[config.mk]
export PLATFORM = sky130hd
export DESIGN_NAME = height_band_color_ramp
export DESIGN_NICKNAME = d
export VERILOG_FILES = /design/src/rtl/hbcr_pkg.sv /design/src/rtl/hbcr_classify.sv /design/src/rtl/hbcr_div.sv /design/src/rtl/hbcr_ramp.sv /design/src/rtl/height_band_color_ramp.sv
export VERILOG_INCLUDE_DIRS = /design/src /design/src/rtl
export SDC_FILE = /design/constraint.sdc
export NUM_CORES = 2
export LEC_CHECK = 0
export BUFFER_PORTS_ARGS = -buffer_cell sky130_fd_sc_hd__buf_2
export CORE_ASPECT_RATIO = 2
export CORE_MARGIN = 2
export CORE_UTILIZATION = 60
export CTS_BUF_LIST = sky130_fd_sc_hd__clkbuf_8
export DETAILED_ROUTE_END_ITERATION = 10
export PLACE_DENSITY = 0.88
export SETUP_SLACK_MARGIN = 0.05
export SLEW_MARGIN = 20
export SYNTH_ARGS = -nofsm -noshare
export SYNTH_HDL_FRONTEND = slang
export SYNTH_SLANG_ARGS = --single-unit
[constraint.sdc]
create_clock -name clk -period 8.4 [get_ports clk]
set_clock_uncertainty 0.15 [all_clocks]
set_input_delay 0.42 -clock clk [delete_from_list [all_inputs] [get_ports clk]]
set_output_delay 0.42 -clock clk [all_outputs]
set_load 0.03 [all_outputs]
[src/rtl/height_band_color_ramp_macros.svh]
// Assertion macros shared by the height band color ramp RTL
`ifndef HEIGHT_BAND_COLOR_RAMP_MACROS_SVH
`define HEIGHT_BAND_COLOR_RAMP_MACROS_SVH

// Same-cycle implication, disabled while reset is asserted
`define HBCR_ASSERT_IMPLIES(label, clk, rst_n, ante, cons, msg) \
    label: assert property (@(posedge clk) disable iff (!rst_n) (ante) |-> (cons)) \
        else $error(msg);

// Next-cycle implication, disabled while reset is asserted
`define HBCR_ASSERT_NEXT(label, clk, rst_n, ante, cons, msg) \
    label: assert property (@(posedge clk) disable iff (!rst_n) (ante) |=> (cons)) \
        else $error(msg);

`endif

[src/rtl/hbcr_pkg.sv]
// Shared types, color tables and constants of the height band color ramp
`timescale 1ns / 1ps

package hbcr_pkg;

    localparam int LAND_BANDS = 5;

    // Band ends in hundredths of full scale
    localparam int unsigned END_HUND [LAND_BANDS] = '{40, 58, 72, 87, 100};

    localparam int unsigned SEA_RESET = 22938;

    // Channel positions inside rgb_t
    localparam int CH_RED   = 2;
    localparam int CH_GREEN = 1;
    localparam int CH_BLUE  = 0;

    typedef enum logic [2:0] {
        CLS_OCEAN,
        CLS_BAND0,
        CLS_BAND1,
        CLS_BAND2,
        CLS_BAND3,
        CLS_BAND4,
        CLS_PEAK
    } band_t;

    // Beat tag carried alongside the data through every stage
    typedef struct packed {
        logic  valid;
        band_t cls;
    } tag_t;

    typedef logic [2:0][7:0] rgb_t;

    // Bright end of each ramp
    function automatic rgb_t color_start(band_t cls);
        rgb_t c;
        unique case (cls)
            CLS_OCEAN: c = {8'd40,  8'd95,  8'd195};
            CLS_BAND0: c = {8'd205, 8'd185, 8'd120};
            CLS_BAND1: c = {8'd100, 8'd178, 8'd62};
            CLS_BAND2: c = {8'd148, 8'd132, 8'd84};
            CLS_BAND3: c = {8'd132, 8'd122, 8'd116};
            CLS_BAND4: c = {8'd242, 8'd242, 8'd246};
            CLS_PEAK:  c = {8'd242, 8'd242, 8'd246};
            default:   c = '0;
        endcase
        return c;
    endfunction

    // Dark end of each ramp; the peak color is flat
    function automatic rgb_t color_end(band_t cls);
        rgb_t c;
        unique case (cls)
            CLS_OCEAN: c = {8'd10,  8'd30,  8'd90};
            CLS_BAND0: c = {8'd165, 8'd148, 8'd95};
            CLS_BAND1: c = {8'd55,  8'd120, 8'd30};
            CLS_BAND2: c = {8'd95,  8'd85,  8'd50};
            CLS_BAND3: c = {8'd85,  8'd78,  8'd74};
            CLS_BAND4: c = {8'd185, 8'd183, 8'd190};
            CLS_PEAK:  c = {8'd242, 8'd242, 8'd246};
            default:   c = '0;
        endcase
        return c;
    endfunction

endpackage

[src/rtl/hbcr_classify.sv]
// Band classification and offset/width computation, two register stages
`timescale 1ns / 1ps
`include "height_band_color_ramp_macros.svh"

module hbcr_classify #(
    parameter int FRACTION_BITS = 16
) (
    input  logic                          clk,
    input  logic                          rst_n,
    input  logic                          in_valid,
    input  logic signed [FRACTION_BITS+1:0] height,
    input  logic [FRACTION_BITS:0]        sea,
    output hbcr_pkg::tag_t                out_tag,
    output logic [FRACTION_BITS:0]        offset,
    output logic [FRACTION_BITS:0]        width
);

    localparam int F = FRACTION_BITS;
    localparam longint ONE_L = longint'(1) << F;

    localparam logic [F:0] BAND_END [hbcr_pkg::LAND_BANDS] = '{
        (F+1)'((longint'(hbcr_pkg::END_HUND[0]) * ONE_L + 50) / 100),
        (F+1)'((longint'(hbcr_pkg::END_HUND[1]) * ONE_L + 50) / 100),
        (F+1)'((longint'(hbcr_pkg::END_HUND[2]) * ONE_L + 50) / 100),
        (F+1)'((longint'(hbcr_pkg::END_HUND[3]) * ONE_L + 50) / 100),
        (F+1)'((longint'(hbcr_pkg::END_HUND[4]) * ONE_L + 50) / 100)
    };

    // Stage A: compares against sea level and every band end
    logic                  a_valid_reg;
    logic signed [F+2:0]   a_h_reg;
    logic [F:0]            a_sea_reg;
    logic                  a_lt_sea_reg;
    logic [hbcr_pkg::LAND_BANDS-1:0] a_le_end_reg;

    logic signed [F+2:0]   h_x;
    logic                  lt_sea_next;
    logic [hbcr_pkg::LAND_BANDS-1:0] le_end_next;

    always_comb
    begin
        h_x         = {height[F+1], height};
        lt_sea_next = h_x < $signed({2'b00, sea});
        for (int k = 0; k < hbcr_pkg::LAND_BANDS; k++)
        begin
            le_end_next[k] = h_x <= $signed({2'b00, BAND_END[k]});
        end
    end

    always_ff @(posedge clk or negedge rst_n)
    begin
        if (!rst_n)
        begin
            a_valid_reg <= 1'b0;
        end
        else
        begin
            a_valid_reg <= in_valid;
        end
    end

    always_ff @(posedge clk)
    begin
        a_h_reg      <= h_x;
        a_sea_reg    <= sea;
        a_lt_sea_reg <= lt_sea_next;
        a_le_end_reg <= le_end_next;
    end

    // Stage B: pick band start/end, subtract
    hbcr_pkg::band_t     cls_next;
    logic signed [F+2:0] prev_x;
    logic signed [F+2:0] end_x;
    logic signed [F+2:0] off_x;
    logic signed [F+2:0] w_x;
    logic                zero;
    logic [F:0]          offset_next;
    logic [F:0]          width_next;

    always_comb
    begin
        priority if (a_lt_sea_reg)
        begin
            cls_next = hbcr_pkg::CLS_OCEAN;
            prev_x   = '0;
            end_x    = {2'b00, a_sea_reg};
        end
        else if (a_le_end_reg[0])
        begin
            cls_next = hbcr_pkg::CLS_BAND0;
            prev_x   = {2'b00, a_sea_reg};
            end_x    = {2'b00, BAND_END[0]};
        end
        else if (a_le_end_reg[1])
        begin
            cls_next = hbcr_pkg::CLS_BAND1;
            prev_x   = {2'b00, BAND_END[0]};
            end_x    = {2'b00, BAND_END[1]};
        end
        else if (a_le_end_reg[2])
        begin
            cls_next = hbcr_pkg::CLS_BAND2;
            prev_x   = {2'b00, BAND_END[1]};
            end_x    = {2'b00, BAND_END[2]};
        end
        else if (a_le_end_reg[3])
        begin
            cls_next = hbcr_pkg::CLS_BAND3;
            prev_x   = {2'b00, BAND_END[2]};
            end_x    = {2'b00, BAND_END[3]};
        end
        else if (a_le_end_reg[4])
        begin
            cls_next = hbcr_pkg::CLS_BAND4;
            prev_x   = {2'b00, BAND_END[3]};
            end_x    = {2'b00, BAND_END[4]};
        end
        else
        begin
            cls_next = hbcr_pkg::CLS_PEAK;
            prev_x   = '0;
            end_x    = '0;
        end

        off_x = a_h_reg - prev_x;
        w_x   = end_x - prev_x;
        // Peak, empty band or non-positive offset: force t to zero via 0 / 1
        zero  = (cls_next == hbcr_pkg::CLS_PEAK) || (off_x <= 0) || (w_x <= 0);

        offset_next = zero ? '0 : off_x[F:0];
        width_next  = zero ? (F+1)'(1) : w_x[F:0];
    end

    always_ff @(posedge clk or negedge rst_n)
    begin
        if (!rst_n)
        begin
            out_tag <= '0;
        end
        else
        begin
            out_tag.valid <= a_valid_reg;
            out_tag.cls   <= cls_next;
        end
    end

    always_ff @(posedge clk)
    begin
        offset <= offset_next;
        width  <= width_next;
    end

    `HBCR_ASSERT_IMPLIES(a_offset_in_range, clk, rst_n, out_tag.valid, offset <= width, "offset exceeds band width")

endmodule

[src/rtl/hbcr_div.sv]
// Pipelined restoring divider for the ramp fraction, up to two quotient bits per stage
`timescale 1ns / 1ps
`include "height_band_color_ramp_macros.svh"

module hbcr_div #(
    parameter int FRACTION_BITS = 16
) (
    input  logic                   clk,
    input  logic                   rst_n,
    input  hbcr_pkg::tag_t         in_tag,
    input  logic [FRACTION_BITS:0] offset,
    input  logic [FRACTION_BITS:0] width,
    output hbcr_pkg::tag_t         out_tag,
    output logic [FRACTION_BITS:0] t
);

    localparam int F      = FRACTION_BITS;
    localparam int R_W    = F + 2;
    localparam int STAGES = (F + 2) / 2;
    localparam logic [F:0] ONE = {1'b1, {F{1'b0}}};

    hbcr_pkg::tag_t  tag_in  [STAGES];
    logic [R_W-1:0]  rem_in  [STAGES];
    logic [F:0]      den_in  [STAGES];
    logic [F:0]      quo_in  [STAGES];

    hbcr_pkg::tag_t  tag_reg [STAGES];
    logic [R_W-1:0]  rem_reg [STAGES];
    logic [F:0]      den_reg [STAGES];
    logic [F:0]      quo_reg [STAGES];

    for (genvar g = 0; g < STAGES; g++)
    begin : g_stage
        logic [R_W-1:0] r;
        logic [F:0]     q;

        if (g == 0)
        begin : g_first
            // Offset never exceeds width, so the top quotient bit is bit F
            assign tag_in[g] = in_tag;
            assign rem_in[g] = {1'b0, offset};
            assign den_in[g] = width;
            assign quo_in[g] = '0;
        end
        else
        begin : g_next
            assign tag_in[g] = tag_reg[g-1];
            assign rem_in[g] = rem_reg[g-1];
            assign den_in[g] = den_reg[g-1];
            assign quo_in[g] = quo_reg[g-1];
        end

        always_comb
        begin
            r = rem_in[g];
            q = quo_in[g];
            for (int s = 0; s < 2; s++)
            begin
                if (2 * g + s <= F)
                begin
                    if (2 * g + s != 0)
                    begin
                        r = r << 1;
                    end
                    if (r >= {1'b0, den_in[g]})
                    begin
                        r = r - {1'b0, den_in[g]};
                        q = {q[F-1:0], 1'b1};
                    end
                    else
                    begin
                        q = {q[F-1:0], 1'b0};
                    end
                end
            end
        end

        always_ff @(posedge clk or negedge rst_n)
        begin
            if (!rst_n)
            begin
                tag_reg[g] <= '0;
            end
            else
            begin
                tag_reg[g] <= tag_in[g];
            end
        end

        always_ff @(posedge clk)
        begin
            rem_reg[g] <= r;
            den_reg[g] <= den_in[g];
            quo_reg[g] <= q;
        end
    end

    assign out_tag = tag_reg[STAGES-1];
    assign t       = quo_reg[STAGES-1];

    `HBCR_ASSERT_IMPLIES(a_fraction_max, clk, rst_n, out_tag.valid, t <= ONE, "fraction above one")

endmodule

[src/rtl/hbcr_ramp.sv]
// Color interpolation: multiply stage, then add and output register
`timescale 1ns / 1ps

module hbcr_ramp #(
    parameter int FRACTION_BITS = 16
) (
    input  logic                   clk,
    input  logic                   rst_n,
    input  hbcr_pkg::tag_t         in_tag,
    input  logic [FRACTION_BITS:0] t,
    output logic                   out_valid,
    output hbcr_pkg::rgb_t         color
);

    localparam int F   = FRACTION_BITS;
    localparam int P_W = F + 11;

    hbcr_pkg::rgb_t       c_start;
    hbcr_pkg::rgb_t       c_end;
    logic signed [P_W-1:0] diff   [3];
    logic signed [P_W-1:0] prod   [3];
    logic signed [P_W-1:0] t_s;

    logic                  m_valid_reg;
    hbcr_pkg::rgb_t        m_start_reg;
    logic signed [P_W-1:0] m_prod_reg [3];

    always_comb
    begin
        c_start = hbcr_pkg::color_start(in_tag.cls);
        c_end   = hbcr_pkg::color_end(in_tag.cls);
        t_s     = {10'b0, t};
        for (int c = 0; c < 3; c++)
        begin
            diff[c] = P_W'($signed({1'b0, c_end[c]}) - $signed({1'b0, c_start[c]}));
            prod[c] = diff[c] * t_s;
        end
    end

    always_ff @(posedge clk or negedge rst_n)
    begin
        if (!rst_n)
        begin
            m_valid_reg <= 1'b0;
            out_valid   <= 1'b0;
        end
        else
        begin
            m_valid_reg <= in_tag.valid;
            out_valid   <= m_valid_reg;
        end
    end

    // Floor of the scaled product is an arithmetic shift; the sum stays in 0..255
    always_ff @(posedge clk)
    begin
        m_start_reg <= c_start;
        for (int c = 0; c < 3; c++)
        begin
            m_prod_reg[c] <= prod[c];
            color[c]      <= m_start_reg[c] + m_prod_reg[c][F+7:F];
        end
    end

endmodule

[src/rtl/height_band_color_ramp.sv]
// Height band color ramp: top level, sea level register and pipeline
`timescale 1ns / 1ps
`include "height_band_color_ramp_macros.svh"

// From start to done a beat passes the classify stages, the divider stages (up to two
//   quotient bits each), and the ramp multiply and output registers.
// Throughput: one height sample per clock; busy never rises and done is a one-cycle strobe.
// Reset clears every valid bit in the pipeline and loads sea level 22938.
module height_band_color_ramp #(
    parameter int FRACTION_BITS = 16
) (
    input  logic                           clk,
    input  logic                           rst_n,
    // command channel
    input  logic                           start,
    output logic                           busy,
    input  logic signed [FRACTION_BITS+1:0] height,
    // result strobe
    output logic                           done,
    output logic [7:0]                     red,
    output logic [7:0]                     green,
    output logic [7:0]                     blue,
    // sea level write channel
    input  logic                           cfg_valid,
    output logic                           cfg_ready,
    input  logic [FRACTION_BITS:0]         shore_level
);

    localparam int F   = FRACTION_BITS;
    localparam int LAT = 4 + (F + 2) / 2;

    logic                  accept;
    logic [F:0]            shore_level_reg;

    hbcr_pkg::tag_t        cls_tag;
    logic [F:0]            cls_offset;
    logic [F:0]            cls_width;
    hbcr_pkg::tag_t        div_tag;
    logic [F:0]            div_t;
    hbcr_pkg::rgb_t        color;

    // The pipeline never stalls, so take a beat every cycle
    assign busy      = 1'b0;
    assign cfg_ready = 1'b1;
    assign accept    = start && !busy;

    // Hold the sea level; the user must write it only while the pipeline is empty, the block does not enforce this
    always_ff @(posedge clk or negedge rst_n)
    begin
        if (!rst_n)
        begin
            shore_level_reg <= (F+1)'(hbcr_pkg::SEA_RESET);
        end
        else if (cfg_valid && cfg_ready)
        begin
            shore_level_reg <= shore_level;
        end
    end

    // Stage 1-2: classify the height and form offset and width within its band
    hbcr_classify #(
        .FRACTION_BITS (F)
    ) u_classify (
        .clk      (clk),
        .rst_n    (rst_n),
        .in_valid (accept),
        .height   (height),
        .sea      (shore_level_reg),
        .out_tag  (cls_tag),
        .offset   (cls_offset),
        .width    (cls_width)
    );

    // Divide offset by width into the Q1.F fraction t
    hbcr_div #(
        .FRACTION_BITS (F)
    ) u_div (
        .clk     (clk),
        .rst_n   (rst_n),
        .in_tag  (cls_tag),
        .offset  (cls_offset),
        .width   (cls_width),
        .out_tag (div_tag),
        .t       (div_t)
    );

    // Interpolate each channel and register the result
    hbcr_ramp #(
        .FRACTION_BITS (F)
    ) u_ramp (
        .clk       (clk),
        .rst_n     (rst_n),
        .in_tag    (div_tag),
        .t         (div_t),
        .out_valid (done),
        .color     (color)
    );

    assign red   = color[hbcr_pkg::CH_RED];
    assign green = color[hbcr_pkg::CH_GREEN];
    assign blue  = color[hbcr_pkg::CH_BLUE];

    `HBCR_ASSERT_IMPLIES(a_done_latency, clk, rst_n, done, $past(accept, LAT), "done without matching start")
    `HBCR_ASSERT_NEXT(a_sea_write, clk, rst_n, cfg_valid && cfg_ready, shore_level_reg == $past(shore_level), "sea level write lost")

endmodule

==> flow_results.xml <==
<?xml version="1.0" encoding="UTF-8"?>
<metrics>
  <group name="critical_path">
    <metric name="most_frequent_cell_on_the_critical_path" unit="">fa_1</metric>
    <metric name="critical_path.startpoint" unit="">u_div.out_tag[1]$_DFF_PN0_</metric>
    <metric name="crit_required" unit="ps">8840</metric>
    <metric name="critical_path.endpoint_type" unit="">flip-flop</metric>
    <metric name="cp-start-kind" unit="">flip-flop</metric>
    <metric name="cp_num_buf_inv" unit="">6</metric>
    <metric name="cp_data_arrival_time" unit="ps">8350</metric>
    <metric name="cp_max_fo" unit="">5</metric>
    <metric name="worst-setup-path-type" unit="">reg2reg</metric>
    <metric name="timing.rr.start" unit="">u_div.out_tag[1]$_DFF_PN0_</metric>
    <metric name="timing.critical_path.max_delay_family" unit="">adder cells</metric>
    <metric name="cpMaxStageDelayCell" unit="">fa_1</metric>
    <metric name="cp_slowest_stage_delay" unit="ps">570</metric>
  </group>
  <group name="placed_design">
    <metric name="place.gp.congestion" unit="">1.05</metric>
    <metric name="numPortBuffers" unit="">63</metric>
    <metric name="final_hpwl_from_detailed_placement" unit="mm">101</metric>
  </group>
  <group name="yosys">
    <metric name="synth-adder-area-share" unit="%">29.4</metric>
    <metric name="netlist.area_leader.share" unit="%">22.4</metric>
    <metric name="synthesis.yosys.warnings" unit="">0</metric>
    <metric name="syn_avg_cell_area" unit="sq um">9.17</metric>
    <metric name="synth.mux.area_fraction" unit="%">4.06</metric>
    <metric name="netlist.top_cell.by_area" unit="">dfxtp_1</metric>
    <metric name="combinational_family_with_the_most_area_after_synthesis" unit="">adder cells</metric>
    <metric name="synth.net_count" unit="">5824</metric>
    <metric name="synth_compound_gate_area_share" unit="%">14.2</metric>
    <metric name="synth_xor_area_share" unit="%">5.70</metric>
    <metric name="seq_area_frac_synth" unit="%">25.7</metric>
    <metric name="synth_top_flop_cell" unit="">dfxtp_1</metric>
    <metric name="synth_top_cells_by_area" unit="">dfxtp_1 (22%), ha_1 (15%), fa_1 (15%), inv_1 (4.5%), xnor2_1 (3.8%)</metric>
    <metric name="syn_inst" unit="">4922</metric>
    <metric name="syn-cell-area" unit="sq mm">0.0451</metric>
    <metric name="synth_cell_type_count" unit="">96</metric>
    <metric name="ys_seq_elements" unit="">565</metric>
    <metric name="synthArstFlopShare" unit="%">10.6</metric>
    <metric name="number_of_flops_mapped_to_enable_cells_by_yosys" unit="">0</metric>
    <metric name="synth-simple-area-share" unit="%">15.2</metric>
  </group>
  <group name="cells_and_area">
    <metric name="area_added_between_synthesis_and_finish" unit="%">8.82</metric>
    <metric name="layout.nets" unit="">5961</metric>
    <metric name="most_common_cell_after_layout_fill_and_taps_aside" unit="">inv_1</metric>
    <metric name="layout-drive-gt1-share" unit="%">9.45</metric>
    <metric name="multi_input_comb_area" unit="sq mm">0.0310</metric>
    <metric name="final_cell_mix" unit="">inv_1 (559), ha_1 (529), dfxtp_1 (505)</metric>
    <metric name="ff_latch_area" unit="sq mm">0.0116</metric>
    <metric name="fillCellCount" unit="">5653</metric>
  </group>
  <group name="detailed_routing">
    <metric name="detail_route.vias_per_cell" unit="">6.27</metric>
    <metric name="detail_route.iter0.violations" unit="">2509</metric>
    <metric name="route.vias.total" unit="">38000</metric>
    <metric name="antenna_violating_nets_post_route" unit="">0</metric>
    <metric name="drtPass1Iterations" unit="">8</metric>
    <metric name="post-route-drc-count" unit="">0</metric>
    <metric name="routed_wl" unit="mm">135</metric>
    <metric name="post_drt_wl_per_cell" unit="um">22.3</metric>
  </group>
  <group name="clock_tree">
    <metric name="cts-root-to-sink-buffers" unit="">3</metric>
    <metric name="cts_max_level" unit="">3</metric>
    <metric name="cts_tree" unit="">done</metric>
    <metric name="post_cts_buffers" unit="">0</metric>
    <metric name="clock_root_buffer_master" unit="">clkbuf_8</metric>
    <metric name="cts_buffers" unit="">80</metric>
    <metric name="clkTransAtPathRegs" unit="ps">70</metric>
    <metric name="clock_latency" unit="ps">780</metric>
    <metric name="cts_sinks" unit="">565</metric>
  </group>
  <group name="floorplanning">
    <metric name="floorplan.core_area" unit="sq mm">0.0746</metric>
    <metric name="num_io_pins" unit="">66</metric>
    <metric name="start_util" unit="%">60.5</metric>
    <metric name="die_w" unit="um">198</metric>
    <metric name="dieArea" unit="sq mm">0.0776</metric>
    <metric name="num_rows" unit="">142</metric>
    <metric name="die_h" unit="um">392</metric>
  </group>
  <group name="timing">
    <metric name="fin_setup_tns" unit="ps">0</metric>
    <metric name="rsz0062_at_grt" unit="">false</metric>
    <metric name="worst_slew_pin_slew" unit="ps">1190</metric>
    <metric name="max-slew-margin-rel" unit="%">19.9</metric>
    <metric name="setup_viol_count_final" unit="">0</metric>
    <metric name="fmax" unit="GHz">0.126</metric>
    <metric name="finalMaxSlewViolations" unit="">0</metric>
    <metric name="report.final.hold_viol_count" unit="">0</metric>
    <metric name="min_period_over_period" unit="%">94.1</metric>
    <metric name="post-route-min-period" unit="ps">7910</metric>
  </group>
  <group name="min_path">
    <metric name="hold_start" unit="">cfg_valid</metric>
    <metric name="hold_path.class" unit="">in2reg</metric>
  </group>
  <group name="global_route">
    <metric name="number_of_antenna_violations_at_the_first_check_in_global_routing" unit="">12</metric>
    <metric name="grt_max_degree" unit="">61</metric>
    <metric name="overflow" unit="">0</metric>
    <metric name="grt_pass1_wl" unit="mm">212</metric>
    <metric name="grt_pass1_vias" unit="">41700</metric>
    <metric name="global_route.usage.total" unit="%">35.6</metric>
  </group>
  <group name="flow_run">
    <metric name="max_cap_violations" unit="">0</metric>
  </group>
  <group name="run_status">
    <metric name="run_status" unit="">completed</metric>
  </group>
</metrics>
[cell families (layout without fill, tap and decap cells)]
family | count (synthesis) | after routing
simple gates | 1374 | 1374
compound gates | 989 | 989
fa+ha+maj | 863 | 863
buf+inv | 673 | 874
flops | 565 | 565
xor+xnor | 294 | 294
mux | 162 | 162
other cells | 2 | 10
[layer usage]
layer / wire, um / vias to the layer above / track usage (%)
li1: - / 17000 / -
met1: 39500 / 18100 / 29.2
met2: 69700 / 1906 / 64.7
met3: 8340 / 1069 / 8.30
met4: 17700 / 8 / 40.4
met5: 59 / - / 0
[area by class of cell]
class / count / share of cell area [%]
tap: 936 / 2.38
antenna: 8 / 0.0408
timing repair buffer: 181 / 2.74
clock inverter: 50 / 1.12
inverter: 547 / 4.18
clock buffer: 96 / 2.69
multi-input combinational: 3684 / 63.2
sequential: 565 / 23.7
[path summary, 6_finish.rpt]
kind	endpoint	slack, ps	cells past startpoint
hold / removal	shore_level_reg[16]$_DFFE_PN0P_	50	3
min in group asynchronous	shore_level_reg[15]$_DFFE_PN0P_	230	3
max in group asynchronous	u_div.tag_in[0]$_DFF_PN0_	7270	3
setup / recovery	u_ramp.m_prod_reg[0][23]$_DFF_P_	490	32
setup reg to reg	u_ramp.m_prod_reg[0][23]$_DFF_P_	490	32
hold reg to reg	u_div.quo_reg[0][91]$_DFF_P_	160	0
[worst min-delay path: stages]
cell and delay [ps]:
buf_2 290, nand2_1 120, o21ai_0 70
[cells in the mapped netlist (7+ instances only)]
library cell  instances
inv_1               544
ha_1                532
dfxtp_1             505
nor2_1              349
fa_1                331
nand2_1             310
a21oi_1             286
and2_1              219
o21ai_0             217
xnor2_1             195
mux2_2              143
clkbuf_1            104
a21o_1              103
nand2b_1             99
xor2_1               99
nor3_1               83
nand3_1              69
nor2b_1              68
o21a_1               62
dfrtp_1              52
o21bai_1             47
nand4_1              35
a211oi_1             34
a31oi_1              31
o31ai_1              30
or2_2                26
or3_1                25
nor4_1               24
and3_1               23
o211ai_1             19
buf_2                16
a21boi_0             15
o41ai_1              14
mux2i_1              13
a2111oi_0            11
o2111ai_1            10
o31a_1               10
a41oi_1               8
and4_1                8
dfstp_2               8
o22ai_1               8
o211a_1               7
[per-stage QoR]
stage               cells  setup WS (ps)  hold slack, ps  cell area [sq um]  utilization [%]
floorplan            4922            411           -25.6              45100                -
global route         6063           76.5            89.6              49100             65.8
finish               6067            492            54.7              49100             65.8
global placement     5858            385             160              46600             62.5
detailed placement   5859            171             162              46600             62.5
CTS                  6059            128           0.220              49000             65.7
[repair_timing]
item	4_1_cts	5_1_grt
hold buffers	54	0
hold endpoints to repair	94	0
setup endpoints to repair	0	10
gates resized for setup	0	24
Power is left out: the tool's default activity adds up to more than one toggle a clock period on the data nets, which glitch-free logic cannot reach.
